==> src/hdl/grfs_pkg.sv <==
// Shared types and constants for the grid rectangle fill store.
`default_nettype none
package grfs_pkg;

    // Command codes on the input port
    localparam logic [1:0] CMD_LOAD = 2'd0;
    localparam logic [1:0] CMD_FILL = 2'd1;
    localparam logic [1:0] CMD_READ = 2'd2;

    // Register indexes on the configuration port
    localparam logic [1:0] REG_ROWS = 2'd0;
    localparam logic [1:0] REG_COLS = 2'd1;

    localparam int COORD_W   = 6;
    localparam int COORD_MAX = 64;   // coordinates reach 63 at most
    localparam int CFG_W     = 7;
    localparam int WORD_W    = 32;
    localparam int FIFO_DEPTH = 2;

    // Classified operation handed from the front to the back
    typedef enum logic [1:0] {
        OP_NOP,
        OP_LOAD,
        OP_FILL,
        OP_READ
    } t_op;

    typedef struct packed {
        t_op                        op;
        logic                       oor;
        logic [COORD_W-1:0]         r0;
        logic [COORD_W-1:0]         c0;
        logic [COORD_W-1:0]         r1;
        logic [COORD_W-1:0]         c1;
        logic signed [WORD_W-1:0]   value;
    } t_item;

endpackage
`default_nettype wire

==> src/hdl/grfs_fifo.sv <==
// Short command queue between the front and the back.
`default_nettype none
module grfs_fifo (
    input  wire logic           i_clk,
    input  wire logic           i_rst_n,
    input  wire logic           i_push,
    input  wire grfs_pkg::t_item i_item,
    output logic                o_full,
    input  wire logic           i_pop,
    output grfs_pkg::t_item     o_item,
    output logic                o_empty
);

    localparam int PTR_W = (grfs_pkg::FIFO_DEPTH > 1) ? $clog2(grfs_pkg::FIFO_DEPTH) : 1;
    localparam int CNT_W = $clog2(grfs_pkg::FIFO_DEPTH + 1);

    grfs_pkg::t_item    r_mem [grfs_pkg::FIFO_DEPTH];
    logic [PTR_W-1:0]   r_wr_ptr;
    logic [PTR_W-1:0]   r_rd_ptr;
    logic [CNT_W-1:0]   r_count;
    logic               do_push;
    logic               do_pop;

    assign o_full  = (r_count == CNT_W'(grfs_pkg::FIFO_DEPTH));
    assign o_empty = (r_count == '0);
    assign do_push = i_push && !o_full;
    assign do_pop  = i_pop && !o_empty;
    assign o_item  = r_mem[r_rd_ptr];

    always_ff @(posedge i_clk) begin
        if (!i_rst_n) begin
            r_wr_ptr <= '0;
            r_rd_ptr <= '0;
            r_count  <= '0;
        end else begin
            if (do_push) begin
                r_wr_ptr <= (r_wr_ptr == PTR_W'(grfs_pkg::FIFO_DEPTH - 1)) ? '0
                                                                           : r_wr_ptr + 1'b1;
            end
            if (do_pop) begin
                r_rd_ptr <= (r_rd_ptr == PTR_W'(grfs_pkg::FIFO_DEPTH - 1)) ? '0
                                                                           : r_rd_ptr + 1'b1;
            end
            case ({do_push, do_pop})
                2'b10:   r_count <= r_count + 1'b1;
                2'b01:   r_count <= r_count - 1'b1;
                default: r_count <= r_count;
            endcase
        end
    end

    always_ff @(posedge i_clk) begin
        if (do_push) begin
            r_mem[r_wr_ptr] <= i_item;
        end
    end

endmodule
`default_nettype wire

==> config.mk <==
export PLATFORM = sky130hd
export DESIGN_NAME = grfs_fifo
export DESIGN_NICKNAME = d
export VERILOG_FILES = /design/src/hdl/grfs_pkg.sv /design/src/hdl/grfs_fifo.sv
export SDC_FILE = /design/constraint.sdc
export NUM_CORES = 1
export LEC_CHECK = 0
export ABC_AREA = 1
export BUFFER_PORTS_ARGS = -buffer_cell sky130_fd_sc_hd__buf_2
export CORE_ASPECT_RATIO = 0.5
export CORE_MARGIN = 3
export CORE_UTILIZATION = 56
export CTS_BUF_LIST = sky130_fd_sc_hd__clkbuf_16
export CTS_CLUSTER_DIAMETER = 50
export DETAILED_ROUTE_END_ITERATION = 10
export PLACE_DENSITY = 0.84
export REMOVE_ABC_BUFFERS = 1
export SLEW_MARGIN = 20
export SYNTH_ARGS = -nofsm -noshare
export SYNTH_HDL_FRONTEND = slang
export SYNTH_SLANG_ARGS = --single-unit
==> constraint.sdc <==
create_clock -name i_clk -period 6.2 [get_ports i_clk]
set_input_delay 0.31 -clock i_clk [delete_from_list [all_inputs] [get_ports i_clk]]
set_output_delay 0.31 -clock i_clk [all_outputs]
set_load 0.1 [all_outputs]
Yosys cells after proc, flatten, opt, wreduce, memory -nomap -nowiden
Memories as Yosys holds them, arrays and structs flattened. A register that Yosys moved wholly into a read port is not among the register bits.
Index checks and enable logic that the tools add are counted.
{"block": "word_totals", "regBits": 4, "ram_bits": 118, "inputBits": 63, "output_inout_bits": 61, "n_memories": 1}
{"name": "r_mem", "words": 2, "word_bits": 59, "read_ports": 1, "rd_ports_with_merged_regs": 1, "wr": 1, "line": "grfs_fifo.sv:17", "text": "grfs_pkg::t_item r_mem [grfs_pkg::FIFO_DEPTH];"}
{"block": "classes", "addsub": 4, "n_eq_ne": 3, "mux": 7, "reduce_logical": 6}
{"operator": "two-way mux 1 bit", "count": 6}
{"operator": "== test 2 bit, second input constant", "count": 2}
{"operator": "one-hot mux 2 bit (2 select lines)", "count": 1}
{"operator": "adder 1 bit, second input constant", "count": 2}
{"operator": "adder 2 x 1 -> 2 bit, second input constant", "count": 1}
{"operator": "== test 2 x 1 -> 1 bit, second input constant", "count": 1}
{"operator": "logical AND 1 bit", "count": 2}
{"operator": "zero test 1 bit", "count": 2}
{"operator": "zero test 2 bit", "count": 1}
{"operator": "nonzero test 2 bit", "count": 1}
{"operator": "subtractor 2 x 1 -> 2 bit, second input constant", "count": 1}

Logic depth before layout (Yosys ltp)
{"block": "logic_depth", "depth_word": 5, "mapped_depth": 10, "ltp_nobuf": 10}

Worst setup path after synthesis
No wires, ideal clock.
{"block": "synth_path", "path_type": "reg-to-reg", "start": "register r_count[1]", "end": "memory r_mem[0][0] (netlist name), enable pin", "arrival_ns": 3.568, "t_required_ns": 5.724, "slack_ns": 2.156, "path_stages_with_launch": 6, "n_path_buf": 0, "period_less_slack_ns": 4.044, "cell_sequence": "dfxtp_1 -> inv_1 -> nor2_1 -> nor2_1 -> inv_1 -> nor2_1"}
{"block": "synth_via", "elab_chain_cells": 5}
{"element": "from (decl)", "line": "grfs_fifo.sv:20", "text": "logic [CNT_W-1:0] r_count;"}
{"element": "from (signal assigned)", "line": "grfs_fifo.sv:45", "text": "2'b10: r_count <= r_count + 1'b1;"}
{"element": "from (signal assigned)", "line": "grfs_fifo.sv:46", "text": "2'b01: r_count <= r_count - 1'b1;"}
{"element": "from (signal assigned)", "line": "grfs_fifo.sv:47", "text": "default: r_count <= r_count;"}
{"element": "== test 2 bit", "line": "grfs_fifo.sv:24", "text": "assign o_full = (r_count == CNT_W'(grfs_pkg::FIFO_DEPTH));"}
{"element": "net o_full", "line": "grfs_fifo.sv:8", "text": "output logic o_full,"}
{"element": "zero test 1 bit", "line": "grfs_fifo.sv:26", "text": "assign do_push = i_push && !o_full;"}
{"element": "logical AND 1 bit", "line": "grfs_fifo.sv:26"}
{"element": "two-way mux 1 bit", "line": "grfs_fifo.sv:53", "text": "if (do_push) begin"}
{"element": "two-way mux 1 bit (implied by the code)", "line": "grfs_fifo.sv:54", "text": "r_mem[r_wr_ptr] <= i_item;"}
{"element": "to (decl)", "line": "grfs_fifo.sv:17"}
The timed path passes the listed nets, and every way through them passes these cells.

==> flow_summary_export.csv <==
group,metric,value,unit
status,status,"completed",
sta,period_minus_slack,2.547,ns
routing,post_drt_wl_per_cell,16.88,um
worst_setup_path,critPathLaunchType,"register",
routing,vias_per_cell,5.025,
worst_setup_path,reg2reg_depth,6,
clock_network,ctsRootBufferMaster,"clkbuf_16",
logic_synthesis,netlist.area_leader.share,0.7789,
layout,antenna_cells,0,
die,core_area,7597,sq um
layout,utilization,0.7614,
logic_synthesis,avgSynthCellArea,20.31,sq um
die,die_h,69.74,um
global_route,gr-usage-met2,0.3236,
routing,routed_wl,8152,um
routing,routed-via-count,2427,
logic_synthesis,synth-seq-area-share,0.8009,
logic_synthesis,synth_top_cell_by_area,"edfxtp_1",
logic_synthesis,synth_edf_count,118,
sta,hold_slack,0.09462,ns
die,dieArea,9307,sq um
sta,slew_viol_final,0,
routing,drcViolationCount,0,
run,cap_violations,0,
worst_setup_path,cp_max_fo,48,
clock_network,cts_tree,"yes",
global_route,grt_pass1_wl,12630,um
sta,fin_setup_tns,0,ns
power_and_ir_drop,power.density,496.2,nW/um^2
worst_setup_path,crit_type,"register to output pin",
sta,fin_ws,3.653,ns
logic_synthesis,netlist_top_cells_count,"118 x edfxtp_1, 49 x mux2_2, 13 x nor2_1",
clock_network,numCtsBuffers,17,
placement,numPortBuffers,123,
sta,post-route-period-util,0.4108,
placement,routabilityCongestion,0.7426,
worst_setup_path,cp.required,5.89,ns
sta,max_slew_margin,0.4810,
die,ios,124,
worst_setup_path,worstPathArrival,2.24,ns
placement,dp_cells,451,
sta,worst_slew_pin_slew,0.7785,ns
clock_network,cts_max_path_buffers,2,
logic_synthesis,ys.flop_type,"edfxtp_1",
sta,rsz0062_at_grt,"no",
sta,setup_viol,0,
logic_synthesis,async_flop_share,0,
logic_synthesis,synthTopCellsByArea,"edfxtp_1 78%, mux2_2 12%, mux2_4 3.3%",
global_route,use_met3,0.08333,
die,die_w,133.5,um
routing,antenna_left,0,
layout,design_area,5784,sq um
placement,pre_cts_ws,3.978,ns
logic_synthesis,post_synth_inst_count,224,
sta,fin_skew,0.01152,ns
layout,instances_no_fill,483,
power_and_ir_drop,power,2.870,mW
placement,dp_hpwl,5436,um
sta,hold_viol,0,
logic_synthesis,ys_warn_count,0,
die,start_util,0.5988,
logic_synthesis,synth-seq-cells,123,
worst_setup_path,reg2reg_to,"r_mem[0][23]",
clock_network,cts_resized,0,
layout,drive_above_1_share,0.5813,
global_route,use_met1,0.2001,
worst_setup_path,r2r-start,"r_count[1]",
logic_synthesis,netlist-cell-type-count,15,
power_and_ir_drop,p_leak,2.243,nW
global_route,grt_overflow,0,
layout,layout.nets,426,
worst_setup_path,crit_end,"o_item[18]",
clock_network,post_cts_buffers,0,
global_route,grt_max_degree,60,
routing,drtPass1Iterations,5,
clock_network,hold_buffers,0,
global_route,grt.busiest_layer,"met2",
clock_network,clk_pin_slew_worst_paths,0.06,ns
worst_setup_path,endpoint_kind,"output pin",
layout,fillers,459,
die,fp-row-count,22,
layout,area_growth_syn_to_layout,27.15,%
global_route,antenna_found_initial,0,
placement,detailed_place.area,5274,sq um
worst_hold_path,hold_path.class,"input pin to register",
clock_network,worstSkewPairLatency,0.40,ns
sta,max_clock_freq,392.6,MHz
worst_setup_path,reg2reg_slack,3.99,ns
routing,drt_iter0_drc,122,
clock_network,cts_sinks,123,
logic_synthesis,syn-cell-area,4549,sq um
clock_network,h-tree-depth,4,
global_route,grt_util_all_layers,0.1839,
power_and_ir_drop,peakVddDrop,0.4191,mV
global_route,grt_pass1_vias,2518,
logic_synthesis,yosysMostFrequentCell,"edfxtp_1",
## where the power goes
part | internal, mW | switching [mW] | total [mW]
logic | 0.181 | 0.814 | 0.995
clock network | 0.499 | 0.328 | 0.826
registers | 1.02 | 0.0304 | 1.05
## routing by layer
layer / part of all wire / vias to the layer above
met3: 0.059 / 2
met1: 0.38 / 1209
met5: 0 / -
li1: - / 1136
met2: 0.56 / 80
met4: 0.0033 / 0
## flip-flops by register name (all words and copies together), names as in the netlist, named ones only
name      count
r_count       2
r_wr_ptr      1
r_mem       118
r_rd_ptr      1
## cell usage in the layout (no fill, tap or decap), drive strengths merged
cell	instances
buf	126
edfxtp	118
mux2	59
clkbuf	17
nor2	13
clkinv	10
inv	9
nand2	8
clkinvlp	5
dfxtp	5
nand3	1
o21ai	1
a21oi	1
nand4	1
ha	1
## cells by family after synthesis
| group | Yosys count | synth area share |
|---|---|---|
| buf+inv | 16 | 0.02008 |
| mux | 59 | 0.1543 |
| simple gates | 23 | 0.01980 |
| flops | 123 | 0.8009 |
| fa+ha+maj | 1 | 0.002750 |
| compound gates | 2 | 0.002198 |
## layout make-up
cell class / count / area [sq um] / area share
Timing Repair Buffer: 126 / 638.1 / 0.1103
Sequential cell: 123 / 3645 / 0.6301
Inverter: 9 / 33.78 / 0.005840
Clock inverter: 15 / 85.08 / 0.01471
Tap cell: 108 / 135.1 / 0.02336
Multi-Input combinational cell: 85 / 822.0 / 0.1421
Clock buffer: 17 / 425.4 / 0.07355
## worst min-delay path by stage
| stage | startpoint | to | slack [ns] | cells past startpoint |
|---|---|---|---|---|
| after floorplan | i_item[0] | r_mem[0][0] | 0.41 | 0 |
| after global placement | r_rd_ptr | r_rd_ptr | 0.47 | 2 |
| after detailed placement | r_rd_ptr | register | 0.49 | 2 |
| after CTS | i_item[34] | r_mem[0][34] | 0.08 | 1 |
| after global routing | i_item[19] | r_mem[0][19] | 0.07 | 1 |
| final | i_item[21] | r_mem[1][21] | 0.09 | 1 |
## critical path, stage by stage (launching register included)
cell and delay (ns):
dfxtp_2 0.48, buf_4 0.59, mux2_2 0.42, buf_2 0.29
(Power assumes the default switching activity.)
