File: config.mk
export PLATFORM = sky130hd
export DESIGN_NAME = grfs_front
export DESIGN_NICKNAME = d
export VERILOG_FILES = /design/src/hdl/grfs_pkg.sv /design/src/hdl/grfs_front.sv
export SDC_FILE = /design/constraint.sdc
export NUM_CORES = 1
export LEC_CHECK = 0
export BUFFER_PORTS_ARGS = -buffer_cell sky130_fd_sc_hd__buf_2
export CORE_MARGIN = 10
export CORE_UTILIZATION = 44
export DETAILED_ROUTE_END_ITERATION = 7
export GPL_ROUTABILITY_DRIVEN = 0
export PLACE_DENSITY = 0.86
export SYNTH_ARGS = -nofsm -noshare
export SYNTH_HDL_FRONTEND = slang
export SYNTH_SLANG_ARGS = --single-unit
File: constraint.sdc
create_clock -name i_clk -period 2.6 [get_ports i_clk]
set_input_delay 0.13 -clock i_clk [delete_from_list [all_inputs] [get_ports i_clk]]
set_output_delay 0.13 -clock i_clk [all_outputs]
set_load 0.03 [all_outputs]
File: src/hdl/grfs_pkg.sv
// Shared types and constants for the grid rectangle fill store.
`default_nettype none
package grfs_pkg;

    // Command codes on the input port
    localparam logic [1:0] CMD_LOAD = 2'd0;
    localparam logic [1:0] CMD_FILL = 2'd1;
    localparam logic [1:0] CMD_READ = 2'd2;

    // Register indexes on the configuration port
    localparam logic [1:0] REG_ROWS = 2'd0;
    localparam logic [1:0] REG_COLS = 2'd1;

    localparam int COORD_W   = 6;
    localparam int COORD_MAX = 64;   // coordinates reach 63 at most
    localparam int CFG_W     = 7;
    localparam int WORD_W    = 32;
    localparam int FIFO_DEPTH = 2;

    // Classified operation handed from the front to the back
    typedef enum logic [1:0] {
        OP_NOP,
        OP_LOAD,
        OP_FILL,
        OP_READ
    } t_op;

    typedef struct packed {
        t_op                        op;
        logic                       oor;
        logic [COORD_W-1:0]         r0;
        logic [COORD_W-1:0]         c0;
        logic [COORD_W-1:0]         r1;
        logic [COORD_W-1:0]         c1;
        logic signed [WORD_W-1:0]   value;
    } t_item;

endpackage
`default_nettype wire

File: src/hdl/grfs_front.sv
// Command front end: config registers, range checks and classification.
`default_nettype none
module grfs_front #(
    parameter int MAX_ROWS = 64,
    parameter int MAX_COLS = 64
) (
    input  wire logic                               i_clk,
    input  wire logic                               i_rst_n,
    input  wire logic                               i_cfg_valid,
    output logic                                    o_cfg_ready,
    input  wire logic [1:0]                         i_cfg_index,
    input  wire logic [grfs_pkg::CFG_W-1:0]         i_cfg_data,
    input  wire logic                               i_start,
    input  wire logic [1:0]                         i_cmd,
    input  wire logic [grfs_pkg::COORD_W-1:0]       i_first_row,
    input  wire logic [grfs_pkg::COORD_W-1:0]       i_first_col,
    input  wire logic [grfs_pkg::COORD_W-1:0]       i_last_row,
    input  wire logic [grfs_pkg::COORD_W-1:0]       i_last_col,
    input  wire logic signed [grfs_pkg::WORD_W-1:0] i_value,
    input  wire logic                               i_full,
    output logic                                    o_push,
    output grfs_pkg::t_item                         o_item
);

    localparam int LIM_W = 11;   // wide enough for MAX_ROWS/MAX_COLS values up to 2047

    logic [grfs_pkg::CFG_W-1:0] r_rows;
    logic [grfs_pkg::CFG_W-1:0] r_cols;
    logic                       r0_ok, c0_ok, r1_ok, c1_ok;
    logic                       empty_rect;

    assign o_cfg_ready = 1'b1;

    always_ff @(posedge i_clk) begin
        if (!i_rst_n) begin
            r_rows <= grfs_pkg::CFG_W'(grfs_pkg::COORD_MAX);
            r_cols <= grfs_pkg::CFG_W'(grfs_pkg::COORD_MAX);
        end else if (i_cfg_valid) begin
            case (i_cfg_index)
                grfs_pkg::REG_ROWS: r_rows <= i_cfg_data;
                grfs_pkg::REG_COLS: r_cols <= i_cfg_data;
                default: ;
            endcase
        end
    end

    // in range means below both the register and the grid size
    assign r0_ok = ({1'b0, i_first_row} < r_rows)
                && (LIM_W'(i_first_row) < LIM_W'(MAX_ROWS));
    assign c0_ok = ({1'b0, i_first_col} < r_cols)
                && (LIM_W'(i_first_col) < LIM_W'(MAX_COLS));
    assign r1_ok = ({1'b0, i_last_row} < r_rows)
                && (LIM_W'(i_last_row) < LIM_W'(MAX_ROWS));
    assign c1_ok = ({1'b0, i_last_col} < r_cols)
                && (LIM_W'(i_last_col) < LIM_W'(MAX_COLS));
    assign empty_rect = (i_first_row > i_last_row) || (i_first_col > i_last_col);

    assign o_push = i_start && !i_full;

    always_comb begin
        o_item       = '0;
        o_item.r0    = i_first_row;
        o_item.c0    = i_first_col;
        o_item.r1    = i_last_row;
        o_item.c1    = i_last_col;
        o_item.value = i_value;
        o_item.op    = grfs_pkg::OP_NOP;
        o_item.oor   = 1'b0;
        case (i_cmd)
            grfs_pkg::CMD_LOAD: begin
                if (r0_ok && c0_ok) o_item.op = grfs_pkg::OP_LOAD;
                else                o_item.oor = 1'b1;
            end
            grfs_pkg::CMD_READ: begin
                if (r0_ok && c0_ok) o_item.op = grfs_pkg::OP_READ;
                else                o_item.oor = 1'b1;
            end
            grfs_pkg::CMD_FILL: begin
                if (!(r0_ok && c0_ok && r1_ok && c1_ok)) o_item.oor = 1'b1;
                else if (!empty_rect)                     o_item.op  = grfs_pkg::OP_FILL;
            end
            default: ;
        endcase
    end

endmodule
`default_nettype wire

=== After elaboration in Yosys (flattened, before gate mapping) ===
Cells that the tools add are included.

* Register bits: 14
* Input port bits: 72
* Output and inout port bits: 61

* Magnitude comparators: 6
* Equality and inequality tests: 3
* Multiplexer cells: 7
* Reduce and logical (&&, ||, !) cells: 10

{| class="wikitable"
|+ Operator list
! cell !! count
|-
| 6-bit by 7-bit less-than comparator with 1-bit output || 4
|-
| 6-bit > comparator || 2
|-
| 3-bit case mux with 3 select lines || 1
|-
| 2-bit two-way mux || 3
|-
| 2-bit by 1-bit == test with 1-bit output (second input constant) || 2
|-
| 1-bit logical AND || 4
|-
| 2-bit logical NOT || 2
|-
| 2-bit AND reduction || 2
|-
| 1-bit two-way mux || 3
|-
| 2-bit == test (second input constant) || 1
|-
| 1-bit logical NOT || 1
|-
| 1-bit logical OR || 1
|}

=== Depth between registers and ports, before layout ===
Gate-level depths: netlist of run 1.

* Depth after elaboration: 6
* Depth in mapped cells: 8
* Depth with buffers taken out: 8

=== Worst setup path after synthesis of run 1 ===
Ideal clock, no wire load.

* Kind: reg2out
* From: register r_cols[5] in the netlist's numbering
* To: output port o_item[58] in the netlist's numbering
* Arrival time: 2.136 ns
* Slack: 0.334 ns
* Cell stages (with the launch flop): 9
* Path buffers: 0
* Cell sequence: dfxtp_1 inv_1 ha_1 and4b_1 o21ai_2 o32a_1 o221ai_2 or4_1 a21oi_1

{| class="wikitable"
|+ RTL lines
! what !! RTL line !! text
|-
| from (decl) || grfs_front.sv:28 || <nowiki>logic [grfs_pkg::CFG_W-1:0] r_cols;</nowiki>
|-
| from (signal assigned) || grfs_front.sv:37 || <nowiki>r_cols <= grfs_pkg::CFG_W'(grfs_pkg::COORD_MAX);</nowiki>
|-
| from (signal assigned) || grfs_front.sv:41 || <nowiki>grfs_pkg::REG_COLS: r_cols <= i_cfg_data;</nowiki>
|-
| to (decl) || grfs_front.sv:22 || <nowiki>output grfs_pkg::t_item o_item</nowiki>
|}

==> summary.md, run 1 <==
| Metric | Value |
|---|---|
| Largest net degree at the start of global routing | `15` |
| Top cell type's share of synthesized area | `23.7%` |
| Maxcap violations | `0` |
| Sum of buffers and inverters on the critical path | `2` |
| Clock transition at the registers of the reported paths | `50 ps` |
| Fin crit period | `2460 ps` |
| ANT nets after route | `0` |
| Initial antenna violation count | `0` |
| Period utilization | `94.5%` |
| Syn Area/Cell | `8.28 um^2` |
| Via count | `1404` |
| Tightest Pin Transition | `496 ps` |
| Async S/R FF share, synth | `0%` |
| Sequential area share after synthesis | `15.5%` |
| Vias in the first global route | `1511` |
| Slowest cell on crit path | `or4_1` |
| Setup Crit Path Kind | `reg -> out` |
| CTS tree | `done` |
| Ports | `133` |
| CP top delay family | `simple AND/OR/NAND/NOR gates` |
| WL met1 | `1.59 mm` |
| Worst Slack Setup Final | `142 ps` |
| Distinct cells, synth | `33` |
| CTS Buf Count | `3` |
| Worst Path Arrival | `2330 ps` |
| Core Rows | `23` |
| CTS root buf | `clkbuf_8` |
| Clk_skew | `0 ps` |
| Die width | `84.0 um` |
| DR WL met2 | `2.14 mm` |
| Hold Vio Cnt, Final | `0` |
| Core Region | `3970 um^2` |
| Drt first pass iters | `4` |
| Synth top area cells | `buf_4 24%, ha_1 22%, dfxtp_1 16%` |
| Status | `complete, no violations` |
| Syn_nets | `322` |
| Vias per std cell | `5.01` |
| Worst-Skew Late Latency | `240 ps` |
| Nets | `335` |
| Post-Synth Adder-Cell Area | `22.2%` |
| RSZ-0062 raised after global routing | `false` |
| Headroom to the max-slew limit | `66.9%` |
| Synthesized flop and latch total | `14` |
| Highest cell delay on the worst timing path | `530 ps` |
| Global-route wire length before repair | `6.89 mm` |
| Synth Instances | `218` |
| Crit path max fanout | `2` |
| Worst endpoint required time | `2470 ps` |
| HPWL Detailed | `3.75 mm` |
| Met3 wire len | `421 um` |
| ANT cells | `0` |
| Setup violators final | `0` |
| Clock sinks | `14` |
| Synthesized cell area | `1800 um^2` |
| Post-synthesis mux area share | `4.99%` |
| CP Launch Type | `register` |
| Remaining DRCs | `0` |
| Initial Util | `45.4%` |
| Clock Path Buffers | `2` |
| Synth Area in Compound Gates | `13.5%` |
| FMAX | `407 MHz` |
| Most common cell in the netlist | `buf_4` |
| PD cells | `374 nW/um^2` |
| Initial DRC count | `41` |
| Highest Signal Layer | `met4` |
| Die Area | `7060 um^2` |
| Die Y | `84.0 um` |
| Number of synthesized flops with an enable pin | `0` |
| Layout cells sized above 1 | `34.8%` |
| Ys flop type | `dfxtp_1` |
| Leakage power | `0.951 nW` |
| TNS Setup | `0 ps` |
| Worst Hold Class | `in -> reg` |
| Avg WL per Cell | `15.0 um` |
| Area Growth Syn to Fin | `1.73%` |
| Syn. warnings | `0` |
| Filler cells | `381` |
| CTS H-Tree Depth | `1` |
| Worst hold slack | `125 ps` |
| Final max-slew violation count | `0` |
| Largest family of logic cells by synthesized area | `buffers and inverters` |
| Post-Synth XOR/XNOR Area | `0%` |
| Total Routed Length | `4.21 mm` |
| Area leader, netlist | `buf_4` |
| Gr usage total | `11.3%` |
| Post-Synth Simple-Gate Area | `14.3%` |
| GR Overflow Total | `0` |
| CP cell instances | `inv_1, ha_1, and4b_1, o21ai_2, o32a_1, o221ai_2, or4_1, a21oi_2, buf_4` |
| Worst IR drop on VDD | `0.165 mV` |
| DP Worst Slack | `408 ps` |
| Port Buffers | `67` |
| Most frequent cells after synthesis | `57 x buf_4, 32 x ha_1, 24 x inv_1, 14 x a21oi_1, 14 x dfxtp_1` |
| Crit path capture type | `primary output` |
-- worst register-to-register path, delay by kind of cell, from the launching register on --
| kind | cells | cell delay (ps) |
|---|---|---|
| and+or+nand+nor | 2 | 120 |
| DFF | 1 | 290 |
| buffers and inverters | 1 | 120 |
| AOI/OAI and AO/OA | 1 | 110 |
-- repair_timing --
action / 4_1_cts / 5_1_grt
setup endpoints to repair: 0 / 1
setup buffers: 0 / 0
hold buffers: 0 / 0
gates resized for setup: 0 / 4
-- where the power goes --
part	switching [mW]	internal, mW	total (mW)
Clock	0.0727	0.134	0.207
Combinational	0.151	0.102	0.253
Sequential	0.00470	0.222	0.227
-- sequential cells by signal (all words and copies together) (netlist names) --
name,flops
r_rows,7
r_cols,7
-- per-stage QoR --
stage / power, mW / utilization [%] / instances / area (um^2)
global route: 0.734 / 46.2 / 280 / 1840
floorplan: 0.507 / - / 218 / 1800
detailed placement: 0.482 / 44.6 / 276 / 1770
finish: 0.687 / 46.2 / 280 / 1840
global placement: 0.473 / 44.6 / 276 / 1770
CTS: 0.693 / 46.0 / 280 / 1830
-- cell usage in the layout (no fill, tap or decap), drive strengths merged --
| master | netlist | layout |
|---|---|---|
| a21oi | 14 | 14 |
| and4 | 2 | 2 |
| clkbuf | 3 | 4 |
| ha | 32 | 32 |
| nor2b | 13 | 13 |
| inv | 24 | 24 |
| and3 | 1 | 1 |
| a211o | 1 | 1 |
| a221oi | 2 | 2 |
| conb | 1 | 1 |
| or4 | 1 | 1 |
| o21ai | 3 | 3 |
| nor3b | 1 | 1 |
| a21o | 5 | 5 |
| o21bai | 1 | 1 |
| a31oi | 1 | 1 |
| a211oi | 4 | 4 |
| o32a | 1 | 1 |
| buf | 57 | 68 |
| nand3 | 2 | 2 |
| nand4b | 3 | 3 |
| o221ai | 1 | 1 |
| mux2i | 9 | 9 |
| o32ai | 1 | 1 |
| nand3b | 1 | 1 |
| nor2 | 10 | 10 |
| nand2b | 5 | 5 |
| dfxtp | 14 | 14 |
| nand2 | 4 | 4 |
| and4b | 1 | 1 |
-- path summary, 6_finish.rpt --
kind           endpoint  cells after the start           from  slack, ps
max          o_item[58]                      9      r_cols[5]        140
min           r_rows[6]                      3  i_cfg_data[6]        130
max reg2reg   r_rows[1]                      4      r_rows[1]       1850
min reg2reg   r_cols[4]                      2      r_cols[4]        520
-- layer usage --
layer	up-vias	track usage, %
li1	705	-
met1	635	11.5
met2	53	20.0
met3	11	5.37
met4	0	3.50
met5	-	0
-- cell families (layout without fill, tap and decap cells) --
kind of cell    Yosys count  in the layout
simple gates             44             44
mux                       9              9
fa+ha+maj                32             32
other cells               1              1
buf+inv                  84             96
flops                    14             14
compound gates           34             34
-- final cells by class --
type / count / area (um^2) / share of cell area [%]
Timing Repair Buffer: 68 / 345 / 18.8
Multi-Input combinational cell: 120 / 1000 / 54.6
Tap cell: 50 / 62.6 / 3.41
Clock buffer: 4 / 55.1 / 3.00
Sequential cell: 14 / 280 / 15.3
Inverter: 24 / 90.1 / 4.91
(Power assumes the default switching activity.)
==> run 2: changes to the inputs <==
--- a/config.mk
+++ b/config.mk
@@ -8,3 +8,2 @@
 export BUFFER_PORTS_ARGS = -buffer_cell sky130_fd_sc_hd__buf_2
-export CORE_MARGIN = 10
 export CORE_UTILIZATION = 44
==> constraint.sdc (replaced) <==
create_clock -name i_clk -period 2.6 [get_ports i_clk]
set_input_delay 0.52 -clock i_clk [delete_from_list [all_inputs] [get_ports i_clk]]
set_output_delay 0.52 -clock i_clk [all_outputs]
set_load 0.03 [all_outputs]
==> run 2 against run 1 <==
Effect of this change:
- the run now ends with setup timing left
- sequential power is essentially flat
- via count increased by 6.8%
- power increased by 4.7%
- largest cell class unchanged
- largest power group unchanged
==> summary.md, run 2 (synthesized netlist as in run 1, its figures left out) <==
| Metric | Value |
|---|---|
| Commonest cells after routing, fill and taps aside | `61 x buf_2, 27 x buf_4, 21 x ha_1, 19 x inv_1, 13 x nor2b_1` |
| Worst IR drop on VDD | `0.302 mV (+83%)` |
| Clk_skew | `0 ps (unchanged)` |
| ANT nets after route | `0 (unchanged)` |
| Maxcap violations | `0 (unchanged)` |
| Worst Hold Class | `in -> reg` |
| Vias per std cell | `5.02 (about the same)` |
| Largest net degree at the start of global routing | `15 (unchanged)` |
| Leakage power | `1.07 nW (+13%)` |
| HPWL Detailed | `3.11 mm (-17%)` |
| Core Rows | `22 (-4.3%)` |
| Hold_buf cts | `0 (unchanged)` |
| Failing checks | `setup timing` |
| Area Growth Syn to Fin | `21.4%` |
| Crit path max fanout | `3 (+1)` |
| Initial Util | `47.5% (+2.1 points)` |
| TNS Setup | `-238 ps (-238 ps)` |
| FMAX | `353 MHz (-13%)` |
| Core Region | `3800 um^2 (-4.3%)` |
| Global-route wire length before repair | `5.49 mm (-20%)` |
| Final max-slew violation count | `0 (unchanged)` |
| Largest regs | `r_cols (7), r_rows (7)` |
| RSZ-0062 raised after global routing | `true` |
| Worst endpoint required time | `2080 ps (-390 ps)` |
| Initial antenna violation count | `0 (unchanged)` |
| Clock transition at the registers of the reported paths | `50 ps (about the same)` |
| Slowest cell on crit path | `or4_4` |
| Setup Crit Path Kind | `in -> out` |
| Final Non-Filler Cells | `299 (+6.8%)` |
| Highest cell delay on the worst timing path | `540 ps (about the same)` |
| Clock sinks | `14 (unchanged)` |
| Port Buffers | `67 (unchanged)` |
| PD cells | `328 nW/um^2 (-12%)` |
| Gr usage total | `16.1% (+4.7 points)` |
| Layout cells sized above 1 | `51.4% (+17 points)` |
| CTS tree | `done` |
| Worst hold slack | `515 ps (+390 ps)` |
| Worst-Skew Late Latency | `230 ps (about the same)` |
| Via count | `1500 (+6.8%)` |
| Remaining DRCs | `0 (unchanged)` |
| Worst Path Arrival | `2310 ps (-20 ps)` |
| Post-Place Cells | `292 (+5.8%)` |
| Fin crit period | `2830 ps (+377 ps)` |
| Avg WL per Cell | `13.6 um (-9.5%)` |
| Setup violators final | `2 (+2)` |
| Die width | `66.0 um (-21%)` |
| Vias in the first global route | `1309 (-13%)` |
| Most common cell after layout, fill and taps aside | `buf_2` |
| Total Routed Length | `4.07 mm (-3.4%)` |
| Initial DRC count | `40 (-2.4%)` |
| Nets | `357 (+6.6%)` |
| GR Overflow Total | `0 (unchanged)` |
| CTS root buf | `clkbuf_8` |
| Ports | `133 (unchanged)` |
| CP cell instances | `buf_2, ha_4, and4b_1, o21ai_2, o32a_1, o221ai_2, or4_4, a21oi_4, buf_6` |
| Hold Vio Cnt, Final | `0 (unchanged)` |
| Period utilization | `109% (+15 points)` |
| Die Y | `66.0 um (-21%)` |
| Clock Path Buffers | `2 (unchanged)` |
| Worst Slack Setup Final | `-235 ps (-377 ps)` |
| Status | `finished, violations left` |
| ANT cells | `0 (unchanged)` |
| Crit path capture type | `primary output` |
| CTS H-Tree Depth | `1 (unchanged)` |
| Drt first pass iters | `4 (unchanged)` |
| CTS Buf Count | `3 (unchanged)` |
| Die Area | `4360 um^2 (-38%)` |
| CP Launch Type | `input port` |
run 2: cell types whose count changed in the layout (fill, tap and decap cells not counted), sizes merged:
cell	change
clkbuf	-1
buf	+22
run 2: metrics by stage:
stage	utilization (%)	worst slack [ps]	area [um^2]	power [mW]
floorplan	-	8.90	1830	0.513
global placement	50.7	-256	1920	0.501
detailed placement	50.7	-303	1920	0.506
CTS	55.2	-205	2100	0.700
global route	57.6	-285	2190	0.763
finish	57.6	-235	2190	0.719
run 2: layout make-up:
type                            instances  area (um^2)
Fill cell                             337         1610
Multi-Input combinational cell        120         1180
Inverter                               24         90.1
Timing Repair Buffer                   90          531
Tap cell                               48         60.1
Sequential cell                        14          285
Clock buffer                            3         41.3
run 2: power by group:
group          internal [mW]  leakage (nW)  switching [mW]  total, mW
sequential             0.223         0.116         0.00448      0.227
clock                  0.102        0.0216          0.0658      0.168
combinational          0.150         0.936           0.175      0.324
run 2: worst paths after layout:
path	end	slack, ps	cells after the start	startpoint
worst max-delay path	o_item[58]	-230	9	i_last_col[4]
worst min-delay path	r_cols[6]	510	3	i_cfg_data[6]
worst max register to register	r_rows[4]	1700	5	r_rows[4]
worst min register to register	r_cols[4]	520	2	r_cols[4]
run 2: routing by layer:
metal / wire [um] / GRT usage (%) / vias to the layer above
met1: 1730 / 19.5 / 694
met3: 292 / 3.62 / 8
li1: - / - / 747
met4: 77 / 6.38 / 0
met2: 1970 / 27.2 / 51
met5: 0 / 0 / -
run 2: worst max-delay path, delay by kind of cell:
family | cells | cell delay [ps]
fa+ha+maj | 1 | 240
buf+inv | 2 | 270
simple gates | 2 | 740
compound gates | 4 | 560
run 2: timing repair:
action / in CTS / in global routing
gates resized for setup: 20 / 18
cloned: 0 / 0
setup buffers: 3 / 1
pin swaps: 9 / 9
endpoints found under the setup margin: 3 / 3
==> run 3: changes to the inputs <==
Settings changed: CORE_UTILIZATION 44 to 41, PLACE_DENSITY 0.86 to 0.81.
Clock period 2.6 ns to 2.7 ns, I/O delays scaled along.
==> run 3 against run 2 <==
Effect of this change:
- the flow still finishes with violations (setup timing)
- register-to-register slack better by 120 ps
- sequential power is 4% lower
- die area up 7.1%
- worst hold slack improved by 6.1 ps
- sequential cell count unchanged
- setup slack improved by 120 ps
- final cell count fell by 0.67%
- wire length is 0.81% higher
- sequential share of layout area decreased by 0.26 points
- clock skew did not move
- via count down 0.27%
- highest routed layer unchanged
- core utilization down 3.4 points
==> summary.md, run 3 (synthesized netlist as in run 1, its figures left out) <==
| Metric | Value |
|---|---|
| WHS Path Cells | `2 (-1)` |
| Ports | `133 (unchanged)` |
| Hold Vio Cnt, Final | `0 (unchanged)` |
| Most common cell after layout, fill and taps aside | `buf_2` |
| ANT cells | `0 (unchanged)` |
| Most common cell on crit path | `buf_6` |
| Clock sinks | `14 (unchanged)` |
| Period utilization | `104%` |
| P_int | `492 uW (+3.7%)` |
| Initial DRC count | `28 (-30%)` |
| Die Area | `4670 um^2 (+7.1%)` |
| Sum of buffers and inverters on the critical path | `2 (unchanged)` |
| Crit path max fanout | `3 (unchanged)` |
| Worst hold slack | `521 ps (+6.14 ps)` |
| Setup violators final | `1 (-1)` |
| Clock Path Buffers | `2 (unchanged)` |
| Filler cells | `355 (+5.3%)` |
| RSZ-0062 raised after global routing | `true` |
| Failing checks | `setup timing` |
| Final std cell area, no fill | `2230 um^2 (+2.0%)` |
| Maxcap violations | `0 (unchanged)` |
| Via count | `1496 (-0.27%)` |
| Hold path endpoint | `r_cols[3]` |
| CP Launch Type | `input port` |
| Gr usage total | `17.5% (+1.5 points)` |
| Total Routed Length | `4.10 mm (+0.81%)` |
| CTS Buf Count | `3 (unchanged)` |
| Worst Hold Class | `reg -> reg` |
| Worst Path Arrival | `2280 ps (-30 ps)` |
| CTS root buf | `clkbuf_8` |
| ANT nets after route | `0 (unchanged)` |
| Worst IR drop on VDD | `0.168 mV (-45%)` |
| Port Buffers | `67 (unchanged)` |
| Clock transition at the registers of the reported paths | `60 ps (about the same)` |
| FF-to-FF End | `r_rows[4]` |
| HP Start | `r_cols[3]` |
| Initial antenna violation count | `0 (unchanged)` |
| Commonest cells after routing, fill and taps aside | `56 x buf_2, 23 x buf_4, 18 x ha_1, 14 x inv_1` |
| Vias per std cell | `5.04 (+0.40%)` |
| HPWL Detailed | `3.20 mm (+2.8%)` |
| Die Y | `68.3 um (+3.5%)` |
| Worst endpoint required time | `2160 ps (+80 ps)` |
| GR Overflow Total | `0 (unchanged)` |
| Nets | `352 (-1.4%)` |
| Drt first pass iters | `4 (unchanged)` |
| Final Non-Filler Cells | `297 (-0.67%)` |
| Fin util | `54.3% (-3.4 points)` |
| Initial Util | `43.8% (-3.7 points)` |
| Placed cell area | `1900 um^2 (-1.2%)` |
| Final max-slew violation count | `0 (unchanged)` |
| Layout cells sized above 1 | `54.7% (+3.3 points)` |
| Area Growth Syn to Fin | `23.8%` |
| CP cell instances | `buf_6, ha_4, and4b_1, o21ai_2, o32a_1, o221ai_2, or4_4, a21oi_4, buf_6` |
| Largest net degree at the start of global routing | `15 (unchanged)` |
| Largest regs | `r_cols (7), r_rows (7)` |
| Footprint of the multi-input gates | `1220 um^2 (+3.0%)` |
| Vias in the first global route | `1427 (+9.0%)` |
| R2R Setup Slk | `1820 ps (+120 ps)` |
| Highest cell delay on the worst timing path | `560 ps (+20 ps)` |
| Global-route wire length before repair | `6.06 mm (+10%)` |
| Core Rows | `23 (+4.5%)` |
| Comb power frac | `42.9% (-2.2 points)` |
| Status | `finished, violations left` |
| Seq pwr share | `29.6% (-2.0 points)` |
| Crit path capture type | `primary output` |
| Reg-to-Reg Start | `r_rows[4]` |
| Remaining DRCs | `0 (unchanged)` |
| Slowest cell on crit path | `or4_4` |
| Sequential cell area | `285 um^2 (unchanged)` |
| Clk_skew | `0 ps (unchanged)` |
| Leakage power | `1.07 nW (-0.55%)` |
| Avg WL per Cell | `13.8 um (+1.5%)` |
| CTS H-Tree Depth | `1 (unchanged)` |
| Reg2reg path depth | `5 (unchanged)` |
| Post-Place Cells | `292 (unchanged)` |
| Fin crit period | `2820 ps` |
| Clock power share | `27.5% (+4.2 points)` |
| Die width | `68.3 um (+3.5%)` |
| Switching power of the nets | `248 uW (+1.4%)` |
| Switching share of power | `33.6% (-0.51 points)` |
| Core Region | `4120 um^2 (+8.3%)` |
| Worst Slack Setup Final | `-116 ps (+119 ps)` |
| PD cells | `331 nW/um^2 (+0.94%)` |
| Worst-Skew Late Latency | `250 ps (+20 ps)` |
| FMAX | `355 MHz` |
| Setup Crit Path Kind | `in -> out` |
| CTS tree | `done` |
| CP top delay family | `simple AND/OR/NAND/NOR gates` |
[run 3: changes by cell type in the layout (fill, tap and decap cells not counted)]
| cell | previous run | this run |
|---|---|---|
| and4_4 | 0 | 2 |
| ha_4 | 10 | 13 |
| buf_2 | 61 | 56 |
| inv_4 | 0 | 1 |
| buf_6 | 2 | 6 |
| a211oi_4 | 1 | 0 |
| ha_1 | 21 | 18 |
| inv_1 | 19 | 14 |
| inv_2 | 5 | 9 |
| clkbuf_8 | 3 | 4 |
| buf_4 | 27 | 23 |
| a211oi_2 | 3 | 4 |
| and4_1 | 2 | 0 |
[run 3: power by group through the flow]
stage               combinational (mW)  sequential (mW)  clock [mW]
floorplan                        0.269            0.221           0
global placement                 0.252            0.222           0
detailed placement               0.260            0.223           0
CTS                              0.302            0.219       0.211
global route                     0.347            0.220       0.219
finish                           0.318            0.219       0.203
[run 3: worst max path at each step]
stage	start	endpoint	cells past startpoint
after detailed placement	i_last_col[4]	o_item[58]	10
after floorplan	i_last_row[4]	o_item[58]	8
after global routing	r_cols[3]	o_item[58]	9
after CTS	r_cols[3]	o_item[58]	9
final	i_last_col[4]	o_item[58]	9
after global placement	i_last_col[4]	o_item[58]	10
[run 3: tightest hold or removal path: cells and delay by family, from the launching register on]
family	cells	cell delay (ps)
flip-flops	1	330
multiplexers	1	60
AND/OR/NAND/NOR	1	90
[run 3: routing by layer]
metal | part of all wire (%) | up-vias | GRT usage, %
li1 | - | 741 | -
met1 | 42 | 692 | 19.8
met2 | 50 | 56 | 31.6
met3 | 6.5 | 7 | 2.83
met4 | 1.8 | 0 | 8.33
met5 | 0 | - | 0
[run 3: layout make-up]
cell class / count / share of cell area (%)
multi-input cells: 120 / 54.5
repair buffers: 85 / 23.3
flip-flops and latches: 14 / 12.8
inverters: 24 / 4.15
well taps: 50 / 2.80
clock buffers: 4 / 2.46
[run 3: through the flow]
stage | worst slack (ps) | TNS [ps] | power [mW]
2_1_floorplan | 3.43 | 0 | 0.491
3_3_place_gp | -296 | -320 | 0.474
3_5_place_dp | -303 | -373 | 0.483
4_1_cts | -57.1 | -57.1 | 0.732
5_1_grt | -159 | -172 | 0.786
6_report | -116 | -116 | 0.740
[run 3: what timing repair did]
action,in CTS,in global routing
buffers inserted,1,0
hold buffers,0,0
setup endpoints to repair,2,3
resized for setup,47,11
pin swaps,20,3
